File: config.mk
export PLATFORM = sky130hd
export DESIGN_NAME = nearest_neighbour_tour_flat
export DESIGN_NICKNAME = d
export VERILOG_FILES = /design/src/nnt_pkg.sv /design/src/nnt_if.sv /design/src/nearest_neighbour_tour.sv /design/src/nnt_ram.sv /design/src/nnt_isqrt.sv /design/src/flat_wrapper.sv
export SDC_FILE = /design/constraint.sdc
export NUM_CORES = 2
export LEC_CHECK = 0
export BUFFER_PORTS_ARGS = -buffer_cell sky130_fd_sc_hd__clkbuf_2
export CORE_ASPECT_RATIO = 1.5
export CORE_MARGIN = 2
export CORE_UTILIZATION = 40
export CTS_CLUSTER_DIAMETER = 120
export DETAILED_ROUTE_END_ITERATION = 10
export GPL_TIMING_DRIVEN = 0
export PLACE_DENSITY_LB_ADDON = 0.15
export SYNTH_ARGS = -nofsm -noshare
export SYNTH_HDL_FRONTEND = slang
export SYNTH_SLANG_ARGS = --single-unit
export TNS_END_PERCENT = 100
File: constraint.sdc
create_clock -name clk_i -period 7.3 [get_ports clk_i]
set_clock_uncertainty 0.1 [all_clocks]
set_input_delay 1.095 -clock clk_i [delete_from_list [all_inputs] [get_ports clk_i]]
set_output_delay 1.095 -clock clk_i [all_outputs]
set_load 0.005 [all_outputs]
File: src/nnt_pkg.sv
package nnt_pkg;

  // default store capacity
  localparam int unsigned MAX_CITIES_DEF = 32;

  // field widths
  localparam int unsigned COORD_W = 16;
  localparam int unsigned CITY_W  = 6;
  localparam int unsigned STEP_W  = 17;
  localparam int unsigned TOTAL_W = 23;

  // squared distance: two 32-bit squares and a carry
  localparam int unsigned SQ_W = 2 * COORD_W + 1;

  // saturation value of the running total
  localparam logic [TOTAL_W-1:0] TOTAL_MAX = '1;

endpackage

File: src/nnt_if.sv
// city request: one coordinate pair, last_city starts the tour
interface nnt_city_if
  import nnt_pkg::*;
();
  logic               valid;
  logic               ready;
  logic [COORD_W-1:0] coord_x;
  logic [COORD_W-1:0] coord_y;
  logic               last_city;

  modport source (output valid, output coord_x, output coord_y, output last_city,
                  input ready);
  modport sink   (input valid, input coord_x, input coord_y, input last_city,
                  output ready);
endinterface

// move request: one step of the tour
interface nnt_move_if
  import nnt_pkg::*;
();
  logic               valid;
  logic               ready;
  logic [CITY_W-1:0]  city_index;
  logic [STEP_W-1:0]  step_distance;
  logic [TOTAL_W-1:0] total_distance;
  logic               tour_end;
  logic               overflow;

  modport source (output valid, output city_index, output step_distance,
                  output total_distance, output tour_end, output overflow,
                  input ready);
  modport sink   (input valid, input city_index, input step_distance,
                  input total_distance, input tour_end, input overflow,
                  output ready);
endinterface

File: src/nearest_neighbour_tour.sv
// channel   dir  payload                                              accepted when
// city_i    in   coord_x, coord_y, last_city                          valid && ready
// move_o    out  city_index, step_distance, total_distance,           valid && ready
//                tour_end, overflow
//
// a city request is stored when taken, or dropped once the store is full;
// ready is high only between tours
// each move reads the stored cities through the read port of the coordinate
// memory, then passes three stages of distance pipeline, the bit-serial square
// root and the output register; the closing return reads city 0 only
// rst_ni clears control state at once, no clearing pass; a stalled output
// holds the tour at its emit step until the move request is taken
module nearest_neighbour_tour
  import nnt_pkg::*;
#(
  parameter int unsigned MAX_CITIES = MAX_CITIES_DEF
) (
  input  logic       clk_i,
  input  logic       rst_ni,
  nnt_city_if.sink   city_i,
  nnt_move_if.source move_o
);

  localparam int unsigned IDX_W = $clog2(MAX_CITIES);
  localparam int unsigned CNT_W = $clog2(MAX_CITIES + 1);
  localparam int unsigned PT_W  = 2 * COORD_W;

  typedef enum logic [4:0] {
    ST_IDLE  = 5'b00001,
    ST_SCAN  = 5'b00010,
    ST_DRAIN = 5'b00100,
    ST_ROOT  = 5'b01000,
    ST_EMIT  = 5'b10000
  } state_e;

  state_e state_q, state_d;

  // set and tour control
  logic [CNT_W-1:0]      count_q;
  logic                  drop_q;
  logic [IDX_W-1:0]      moves_q;
  logic                  ret_q;
  logic [IDX_W-1:0]      scan_j_q;
  logic [MAX_CITIES-1:0] vis_q;
  logic [TOTAL_W-1:0]    total_q;
  logic [COORD_W-1:0]    cur_x_q, cur_y_q;

  // best candidate of the scan
  logic                  found_q;
  logic [SQ_W-1:0]       best_d_q;
  logic [IDX_W-1:0]      best_j_q;
  logic [COORD_W-1:0]    best_x_q, best_y_q;

  // distance pipeline
  logic                  rd_v_q, rd_cand_q;
  logic [IDX_W-1:0]      rd_j_q;
  logic                  a_v_q, a_cand_q;
  logic [IDX_W-1:0]      a_j_q;
  logic [COORD_W-1:0]    a_dx_q, a_dy_q, a_x_q, a_y_q;
  logic                  b_v_q, b_cand_q;
  logic [IDX_W-1:0]      b_j_q;
  logic [PT_W-1:0]       b_sqx_q, b_sqy_q;
  logic [COORD_W-1:0]    b_x_q, b_y_q;

  // output register
  logic                  out_v_q;
  logic [CITY_W-1:0]     out_city_q;
  logic [STEP_W-1:0]     out_step_q;
  logic [TOTAL_W-1:0]    out_total_q;
  logic                  out_end_q, out_ovf_q;

  logic                  accept_in, has_room, last_in;
  logic [CNT_W-1:0]      count_d, cnt_m1;
  logic [IDX_W-1:0]      scan_end, moves_nx;
  logic                  cand, pipe_empty, better, slot_free, emit;
  logic [PT_W-1:0]       rdata;
  logic [COORD_W-1:0]    rx, ry;
  logic [SQ_W-1:0]       dsum;
  logic                  sq_start, sq_done;
  logic [STEP_W-1:0]     sq_root;
  logic [TOTAL_W:0]      sum_w;
  logic [TOTAL_W-1:0]    total_nx;

  // load side
  assign city_i.ready = (state_q == ST_IDLE);
  assign accept_in    = city_i.valid && city_i.ready;
  assign last_in      = city_i.last_city;
  assign has_room     = (count_q < CNT_W'(MAX_CITIES));
  assign count_d      = has_room ? (count_q + CNT_W'(1)) : count_q;

  // scan bounds and candidate selection
  assign cnt_m1   = count_q - CNT_W'(1);
  assign scan_end = ret_q ? '0 : cnt_m1[IDX_W-1:0];
  assign cand     = ret_q ? (scan_j_q == '0) : !vis_q[scan_j_q];
  assign moves_nx = moves_q + IDX_W'(1);

  // coordinate memory, {x, y} per city
  nnt_ram #(
    .WIDTH (PT_W),
    .DEPTH (MAX_CITIES)
  ) u_nnt_ram (
    .clk_i   (clk_i),
    .we_i    (accept_in && has_room),
    .waddr_i (count_q[IDX_W-1:0]),
    .wdata_i ({city_i.coord_x, city_i.coord_y}),
    .raddr_i (scan_j_q),
    .rdata_o (rdata)
  );

  assign rx = rdata[PT_W-1:COORD_W];
  assign ry = rdata[COORD_W-1:0];

  // final stage: sum and compare, lowest index wins a tie
  assign dsum       = {1'b0, b_sqx_q} + {1'b0, b_sqy_q};
  assign better     = b_v_q && b_cand_q && (!found_q || (dsum < best_d_q));
  assign pipe_empty = !rd_v_q && !a_v_q && !b_v_q;

  // square root of the winning distance
  assign sq_start = (state_q == ST_DRAIN) && pipe_empty;

  nnt_isqrt u_nnt_isqrt (
    .clk_i   (clk_i),
    .rst_ni  (rst_ni),
    .start_i (sq_start),
    .value_i (best_d_q),
    .done_o  (sq_done),
    .root_o  (sq_root)
  );

  // saturating running total
  assign sum_w     = {1'b0, total_q} + (TOTAL_W + 1)'(sq_root);
  assign total_nx  = sum_w[TOTAL_W] ? TOTAL_MAX : sum_w[TOTAL_W-1:0];
  assign slot_free = !out_v_q || move_o.ready;
  assign emit      = (state_q == ST_EMIT) && slot_free;

  // sequencer
  always_comb begin
    state_d = state_q;
    unique case (state_q)
      ST_IDLE:  if (accept_in && last_in) state_d = ST_SCAN;
      ST_SCAN:  if (scan_j_q == scan_end) state_d = ST_DRAIN;
      ST_DRAIN: if (pipe_empty) state_d = ST_ROOT;
      ST_ROOT:  if (sq_done) state_d = ST_EMIT;
      ST_EMIT:  if (slot_free) state_d = ret_q ? ST_IDLE : ST_SCAN;
      default:  state_d = ST_IDLE;
    endcase
  end

  // control registers
  always_ff @(posedge clk_i or negedge rst_ni) begin
    if (!rst_ni) begin
      state_q  <= ST_IDLE;
      count_q  <= '0;
      drop_q   <= 1'b0;
      moves_q  <= '0;
      ret_q    <= 1'b0;
      scan_j_q <= '0;
      vis_q    <= '0;
      total_q  <= '0;
      found_q  <= 1'b0;
      rd_v_q   <= 1'b0;
      a_v_q    <= 1'b0;
      b_v_q    <= 1'b0;
      out_v_q  <= 1'b0;
    end else begin
      state_q <= state_d;
      rd_v_q  <= (state_q == ST_SCAN);
      a_v_q   <= rd_v_q;
      b_v_q   <= a_v_q;
      if (better) begin
        found_q <= 1'b1;
      end
      // output register: loaded on emit, cleared once taken
      if (emit) begin
        out_v_q <= 1'b1;
      end else if (move_o.ready) begin
        out_v_q <= 1'b0;
      end

      unique case (state_q)
        ST_IDLE: begin
          if (accept_in) begin
            count_q <= count_d;
            if (!has_room) begin
              drop_q <= 1'b1;
            end
            if (last_in) begin
              ret_q    <= (count_d == CNT_W'(1));
              moves_q  <= '0;
              scan_j_q <= '0;
              found_q  <= 1'b0;
              vis_q    <= MAX_CITIES'(1);
              total_q  <= '0;
            end
          end
        end
        ST_SCAN: begin
          if (scan_j_q != scan_end) begin
            scan_j_q <= scan_j_q + IDX_W'(1);
          end
        end
        ST_EMIT: begin
          if (slot_free) begin
            if (ret_q) begin
              count_q <= '0;
              drop_q  <= 1'b0;
              total_q <= '0;
              vis_q   <= '0;
              ret_q   <= 1'b0;
            end else begin
              total_q         <= total_nx;
              vis_q[best_j_q] <= 1'b1;
              moves_q         <= moves_nx;
              ret_q           <= (CNT_W'(moves_nx) == cnt_m1);
              scan_j_q        <= '0;
              found_q         <= 1'b0;
            end
          end
        end
        default: ;
      endcase
    end
  end

  // payload registers
  always_ff @(posedge clk_i) begin
    // first stage: coordinate differences
    rd_j_q    <= scan_j_q;
    rd_cand_q <= cand;
    a_j_q     <= rd_j_q;
    a_cand_q  <= rd_cand_q;
    a_dx_q    <= (rx > cur_x_q) ? (rx - cur_x_q) : (cur_x_q - rx);
    a_dy_q    <= (ry > cur_y_q) ? (ry - cur_y_q) : (cur_y_q - ry);
    a_x_q     <= rx;
    a_y_q     <= ry;
    // second stage: squares
    b_j_q     <= a_j_q;
    b_cand_q  <= a_cand_q;
    b_sqx_q   <= PT_W'(a_dx_q) * PT_W'(a_dx_q);
    b_sqy_q   <= PT_W'(a_dy_q) * PT_W'(a_dy_q);
    b_x_q     <= a_x_q;
    b_y_q     <= a_y_q;
    // best so far
    if (better) begin
      best_d_q <= dsum;
      best_j_q <= b_j_q;
      best_x_q <= b_x_q;
      best_y_q <= b_y_q;
    end
    // city 0 starts as the current city
    if (accept_in && (count_q == '0)) begin
      cur_x_q <= city_i.coord_x;
      cur_y_q <= city_i.coord_y;
    end
    // result into the output register
    if (emit) begin
      cur_x_q     <= best_x_q;
      cur_y_q     <= best_y_q;
      out_city_q  <= CITY_W'(best_j_q);
      out_step_q  <= sq_root;
      out_total_q <= total_nx;
      out_end_q   <= ret_q;
      out_ovf_q   <= drop_q;
    end
  end

  assign move_o.valid          = out_v_q;
  assign move_o.city_index     = out_city_q;
  assign move_o.step_distance  = out_step_q;
  assign move_o.total_distance = out_total_q;
  assign move_o.tour_end       = out_end_q;
  assign move_o.overflow       = out_ovf_q;

endmodule

File: src/nnt_ram.sv
module nnt_ram #(
  parameter int unsigned WIDTH = 32,
  parameter int unsigned DEPTH = 32
) (
  input  logic                                       clk_i,
  input  logic                                       we_i,
  input  logic [((DEPTH > 1) ? $clog2(DEPTH) : 1)-1:0] waddr_i,
  input  logic [WIDTH-1:0]                           wdata_i,
  input  logic [((DEPTH > 1) ? $clog2(DEPTH) : 1)-1:0] raddr_i,
  output logic [WIDTH-1:0]                           rdata_o
);

  logic [WIDTH-1:0] mem_q [DEPTH];
  logic [WIDTH-1:0] rdata_q;

  // one write port, one registered read port
  always_ff @(posedge clk_i) begin
    if (we_i) begin
      mem_q[waddr_i] <= wdata_i;
    end
    rdata_q <= mem_q[raddr_i];
  end

  assign rdata_o = rdata_q;

endmodule

File: src/nnt_isqrt.sv
module nnt_isqrt
  import nnt_pkg::*;
(
  input  logic              clk_i,
  input  logic              rst_ni,
  input  logic              start_i,
  input  logic [SQ_W-1:0]   value_i,
  output logic              done_o,
  output logic [STEP_W-1:0] root_o
);

  localparam int unsigned VAL_W = 2 * STEP_W;
  localparam int unsigned REM_W = STEP_W + 3;
  localparam int unsigned IT_W  = $clog2(STEP_W + 1);

  logic [VAL_W-1:0]  val_q;
  logic [REM_W-1:0]  rem_q, rem_d;
  logic [STEP_W-1:0] root_q, root_d;
  logic [IT_W-1:0]   cnt_q;
  logic              busy_q, done_q;

  logic [REM_W-1:0]  rem_sh, trial;
  logic              ge;

  // one result bit per cycle, restoring digit recurrence
  always_comb begin
    rem_sh = {rem_q[REM_W-3:0], val_q[VAL_W-1 -: 2]};
    trial  = REM_W'({root_q, 2'b01});
    ge     = (rem_sh >= trial);
    rem_d  = ge ? (rem_sh - trial) : rem_sh;
    root_d = {root_q[STEP_W-2:0], ge};
  end

  // control
  always_ff @(posedge clk_i or negedge rst_ni) begin
    if (!rst_ni) begin
      busy_q <= 1'b0;
      done_q <= 1'b0;
      cnt_q  <= '0;
    end else begin
      done_q <= 1'b0;
      if (start_i) begin
        busy_q <= 1'b1;
        cnt_q  <= IT_W'(STEP_W);
      end else if (busy_q) begin
        cnt_q <= cnt_q - IT_W'(1);
        if (cnt_q == IT_W'(1)) begin
          busy_q <= 1'b0;
          done_q <= 1'b1;
        end
      end
    end
  end

  // datapath
  always_ff @(posedge clk_i) begin
    if (start_i) begin
      val_q  <= VAL_W'(value_i);
      rem_q  <= '0;
      root_q <= '0;
    end else if (busy_q) begin
      val_q  <= {val_q[VAL_W-3:0], 2'b00};
      rem_q  <= rem_d;
      root_q <= root_d;
    end
  end

  assign done_o = done_q;
  assign root_o = root_q;

endmodule

File: src/flat_wrapper.sv
// flat-port wrapper written by rule: the top's interface ports become plain ports
module nearest_neighbour_tour_flat import nnt_pkg::*;
#(
  parameter int unsigned MAX_CITIES = MAX_CITIES_DEF
)
  (clk_i, rst_ni, city_i_valid, city_i_coord_x, city_i_coord_y, city_i_last_city, city_i_ready, move_o_valid, move_o_city_index, move_o_step_distance, move_o_total_distance, move_o_tour_end, move_o_overflow, move_o_ready);
  nnt_city_if city_i_i ();
  nnt_move_if move_o_i ();
  input  logic clk_i;
  input  logic rst_ni;
  input wire logic [$bits(city_i_i.valid)-1:0] city_i_valid;
  input wire logic [$bits(city_i_i.coord_x)-1:0] city_i_coord_x;
  input wire logic [$bits(city_i_i.coord_y)-1:0] city_i_coord_y;
  input wire logic [$bits(city_i_i.last_city)-1:0] city_i_last_city;
  output wire logic [$bits(city_i_i.ready)-1:0] city_i_ready;
  output wire logic [$bits(move_o_i.valid)-1:0] move_o_valid;
  output wire logic [$bits(move_o_i.city_index)-1:0] move_o_city_index;
  output wire logic [$bits(move_o_i.step_distance)-1:0] move_o_step_distance;
  output wire logic [$bits(move_o_i.total_distance)-1:0] move_o_total_distance;
  output wire logic [$bits(move_o_i.tour_end)-1:0] move_o_tour_end;
  output wire logic [$bits(move_o_i.overflow)-1:0] move_o_overflow;
  input wire logic [$bits(move_o_i.ready)-1:0] move_o_ready;
  assign city_i_i.valid = city_i_valid;
  assign city_i_i.coord_x = city_i_coord_x;
  assign city_i_i.coord_y = city_i_coord_y;
  assign city_i_i.last_city = city_i_last_city;
  assign city_i_ready = city_i_i.ready;
  assign move_o_valid = move_o_i.valid;
  assign move_o_city_index = move_o_i.city_index;
  assign move_o_step_distance = move_o_i.step_distance;
  assign move_o_total_distance = move_o_i.total_distance;
  assign move_o_tour_end = move_o_i.tour_end;
  assign move_o_overflow = move_o_i.overflow;
  assign move_o_i.ready = move_o_ready;
  nearest_neighbour_tour #(.MAX_CITIES(MAX_CITIES)) u_core (.clk_i(clk_i), .rst_ni(rst_ni), .city_i(city_i_i), .move_o(move_o_i));
endmodule
==> out/results.txt <==
top-level I/O count = 87
library cells used by synthesis = 96
final setup slack of the worst path = 0.307 ns
Synth top area share = 47.4%
initial antenna violation count = 9
power density over cell area = 203 mW/mm^2
final period utilization = 95.8%
maximum number of pins on one net before global-route repair = 62
static power due to leakage = 33.6 nW
Max FO, Critical Path = 10
Post-CTS Setup Inserts = 0
Root Driver = clkbuf_16
Layout Area Growth over Synthesis = 13.2%
combined area of all synthesized cells = 0.0764 mm^2
Worst Reg2Reg Path Length in Cells = 23
placed insts = 7861
start-to-end type of the worst setup path = flip-flop to flip-flop
status = complete, no violations
post-synth top area cell = edfxtp_1
post-synthesis net count = 5976
CTS buffer count = 158
delay contributed by the slowest stage of the critical path = 0.65 ns
largest cells by area after synthesis = edfxtp_1 47%, mux4_2 9.7%, fa_1 8.6%
WP buf/inv = 6
HPWL after DPL = 149000 um
die extent in x = 361 um
final setup fails = 0
Yosys Warn Count = 0
fraction of layout cells with a size suffix above 1 = 15.9%
clock insertion delay at the later pin of the skew report = 0.81 ns
post-detailed-route count of antenna-violating nets = 0
routed length per placed instance = 24.4 um
Die Span Y = 539 um
Worst Max-Slew Pin Slew = 1.35 ns
instance count of the mapped netlist = 5244
via count of the first global-routing pass = 46400
number of hold violations in the final report = 0
Cell Area, Placed = 0.0814 mm^2
max-slew violation count = 0
Setup Slack @ Placement = -0.106 ns
maximum clock frequency = 143 MHz
Worst Path Required = 7.85 ns
detailed router's first-iteration violation count = 2456
post-route non-filler standard cell count = 8136
Final Power = 0.0176 W
final critical-path required period = 6.99 ns
final net count = 6278
number of placement rows = 196
number of port buffers = 85
initial core utilization = 40.2%
Tot GR Track Use = 20.6%
relative slew slack = 10.1%
count of flip-flops with a built-in enable after synthesis = 1206
global-route wire length before repair = 297000 um
Critical Path Sink Type = flip-flop
kind of cell adding the most delay to the critical path = adder cells
max-cap violations = 0
worst endpoint data arrival time = 7.54 ns
vias post-DR = 42900
area of the die = 0.195 mm^2
RSZ-0062 raised after global routing = no
maximum number of buffers from clock root to sink = 4
worst reg2reg startpoint = u_core.a_dy_q[5]
number of levels in the clock H-tree = 4
syn_area_per_cell = 14.6 um^2
destination of the worst register-to-register timing path = u_core.b_sqy_q[29]
most frequent standard cell in the layout excluding fill and tap cells = edfxtp_1
clock tree from TritonCTS = done
fill count = 16700
hold slack = 0.190 ns
worst vdd rail ir drop = 0.165 mV
flop2flop setup slack = 0.31 ns
hold crit path type = primary input to asynchronous set/reset pin
most frequent cells in the layout = 1206 x edfxtp_1, 651 x inv_1, 366 x ha_1, 330 x mux4_2, 329 x fa_1
overall routed net length = 199000 um
Worst-path clk slew = 0.06 ns
ordered list of cells on the worst path = clkbuf_1 -> nand2_1 -> fa_1 -> fa_1 -> inv_1 -> ha_1 -> inv_1 -> fa_1 -> inv_1 -> fa_1 -> inv_1 -> fa_1 -> inv_1 -> ha_1 -> and2_4 -> or4_4 -> o211ai_2 -> a31oi_1 -> a41o_1 -> nor4b_2 -> nor3_1 -> a2111oi_1 -> a21oi_1
global-route congestion overflow total = 0
cell at the slowest stage of the critical path = dfxtp_1
Core ar. = 0.190 mm^2
number of detailed-routing iterations run before antenna repair = 5
ys async rst share = 5.84%
share of the yosys chip area belonging to registers = 56.7%
cell area after layout = 0.0865 mm^2
type of origin of the critical path = flip-flop
Vias/cell = 5.28
final estimated routing congestion in global placement = 0.881
number of synthesized register bits = 1540
most used flip-flop cell after synthesis = edfxtp_1
clock sink total = 1540
DRC errors left = 0
-- worst max-delay path by stage --
stage          slack, ns              start                  to  cells after the start
2_1_floorplan       1.16  u_core.a_dx_q[14]  u_core.b_sqx_q[28]                     22
3_3_place_gp       -0.83  u_core.b_sqx_q[2]  u_core.best_j_q[2]                     20
3_5_place_dp       -0.11   u_core.a_dx_q[4]  u_core.b_sqx_q[29]                     24
4_1_cts             0.07   u_core.a_dx_q[1]  u_core.b_sqx_q[29]                     22
5_1_grt            0.001   u_core.a_dy_q[8]  u_core.b_sqy_q[29]                     23
6_report            0.31   u_core.a_dy_q[5]  u_core.b_sqy_q[29]                     23
-- power breakdown --
group / total (W) / internal, W / switching [W] / leakage, nW
combinational: 0.000118 / 0.0000150 / 0.000103 / 16.9
sequential: 0.00943 / 0.00943 / 0.0000000000000000000362 / 14.2
clock: 0.00803 / 0.00467 / 0.00336 / 2.46
total: 0.0176 / 0.0141 / 0.00347 / 33.6
-- final cells by class --
cell class	count	area (um^2)	share of cell area, %
flip-flops and latches	1540	43400	50.1
multi-input cells	2850	30100	34.8
clock buffers	209	4340	5.02
well taps	2475	3100	3.58
inverters	652	2450	2.83
repair buffers	142	1650	1.91
plain buffers	202	855	0.988
clock inverters	65	687	0.794
diodes	1	2.50	0.00289
-- layer usage --
layer	share of wire (%)	wire length (um)	track usage, %	vias to the layer above
met2	57	112000	40.3	821
met1	36	72300	22.6	22300
met4	3.8	7480	7.53	4
li1	-	-	-	19500
met5	0.012	23	0	-
met3	3.2	6440	2.08	338
-- registers in the layout, indices dropped and copies added (netlist names), 17 cells and up --
| signal | count |
|---|---|
| u_core.total_q | 23 |
| u_core.move_o.total_distance | 23 |
| u_core.b_sqy_q | 31 |
| u_core.u_nnt_isqrt.val_q | 34 |
| u_core.u_nnt_ram.rdata_o | 32 |
| u_core.best_d_q | 33 |
| u_core.u_nnt_ram.mem_q | 1024 |
| u_core.vis_q | 32 |
| u_core.u_nnt_isqrt.root_o | 17 |
| u_core.u_nnt_isqrt.rem_q | 18 |
| u_core.b_sqx_q | 31 |
| u_core.move_o.step_distance | 17 |
-- kinds of logic (layout without fill, tap and decap cells) --
| logic type | after synthesis | in the layout | synth area share [%] |
|---|---|---|---|
| multiplexers | 448 | 448 | 11.4 |
| XOR/XNOR | 172 | 172 | 1.97 |
| flip-flops | 1540 | 1540 | 56.7 |
| adder cells (fa/ha/maj) | 695 | 695 | 14.6 |
| AO/OA/AOI/OAI | 670 | 670 | 5.63 |
| other | 1 | 2 | 0.00491 |
| AND/OR/NAND/NOR | 864 | 864 | 5.36 |
| buffers and inverters | 854 | 1270 | 4.28 |
-- Yosys cell counts, types with 96 or more instances --
cell and instances:
inv_1 652, ha_1 366, o21ai_0 149, fa_1 329, edfxtp_1 1206, dfxtp_1 244
a21o_1 96, mux4_2 330, nor2_1 227, clkbuf_1 142, a21oi_1 202, xnor2_1 110
nand2_1 290
-- what timing repair did --
item / CTS / global route
resized for setup: 1 / 50
hold buffers: 0 / 0
endpoints found under the setup margin: 3 / 10
-- metrics by stage --
step / setup TNS (ns) / utilization, %
floorplan: 0 / -
global placement: -56.59 / 42.0
detailed placement: -0.270 / 42.8
CTS: 0 / 45.5
global route: 0 / 45.5
finish: 0 / 45.5
Power figures use the tool's default switching activity.
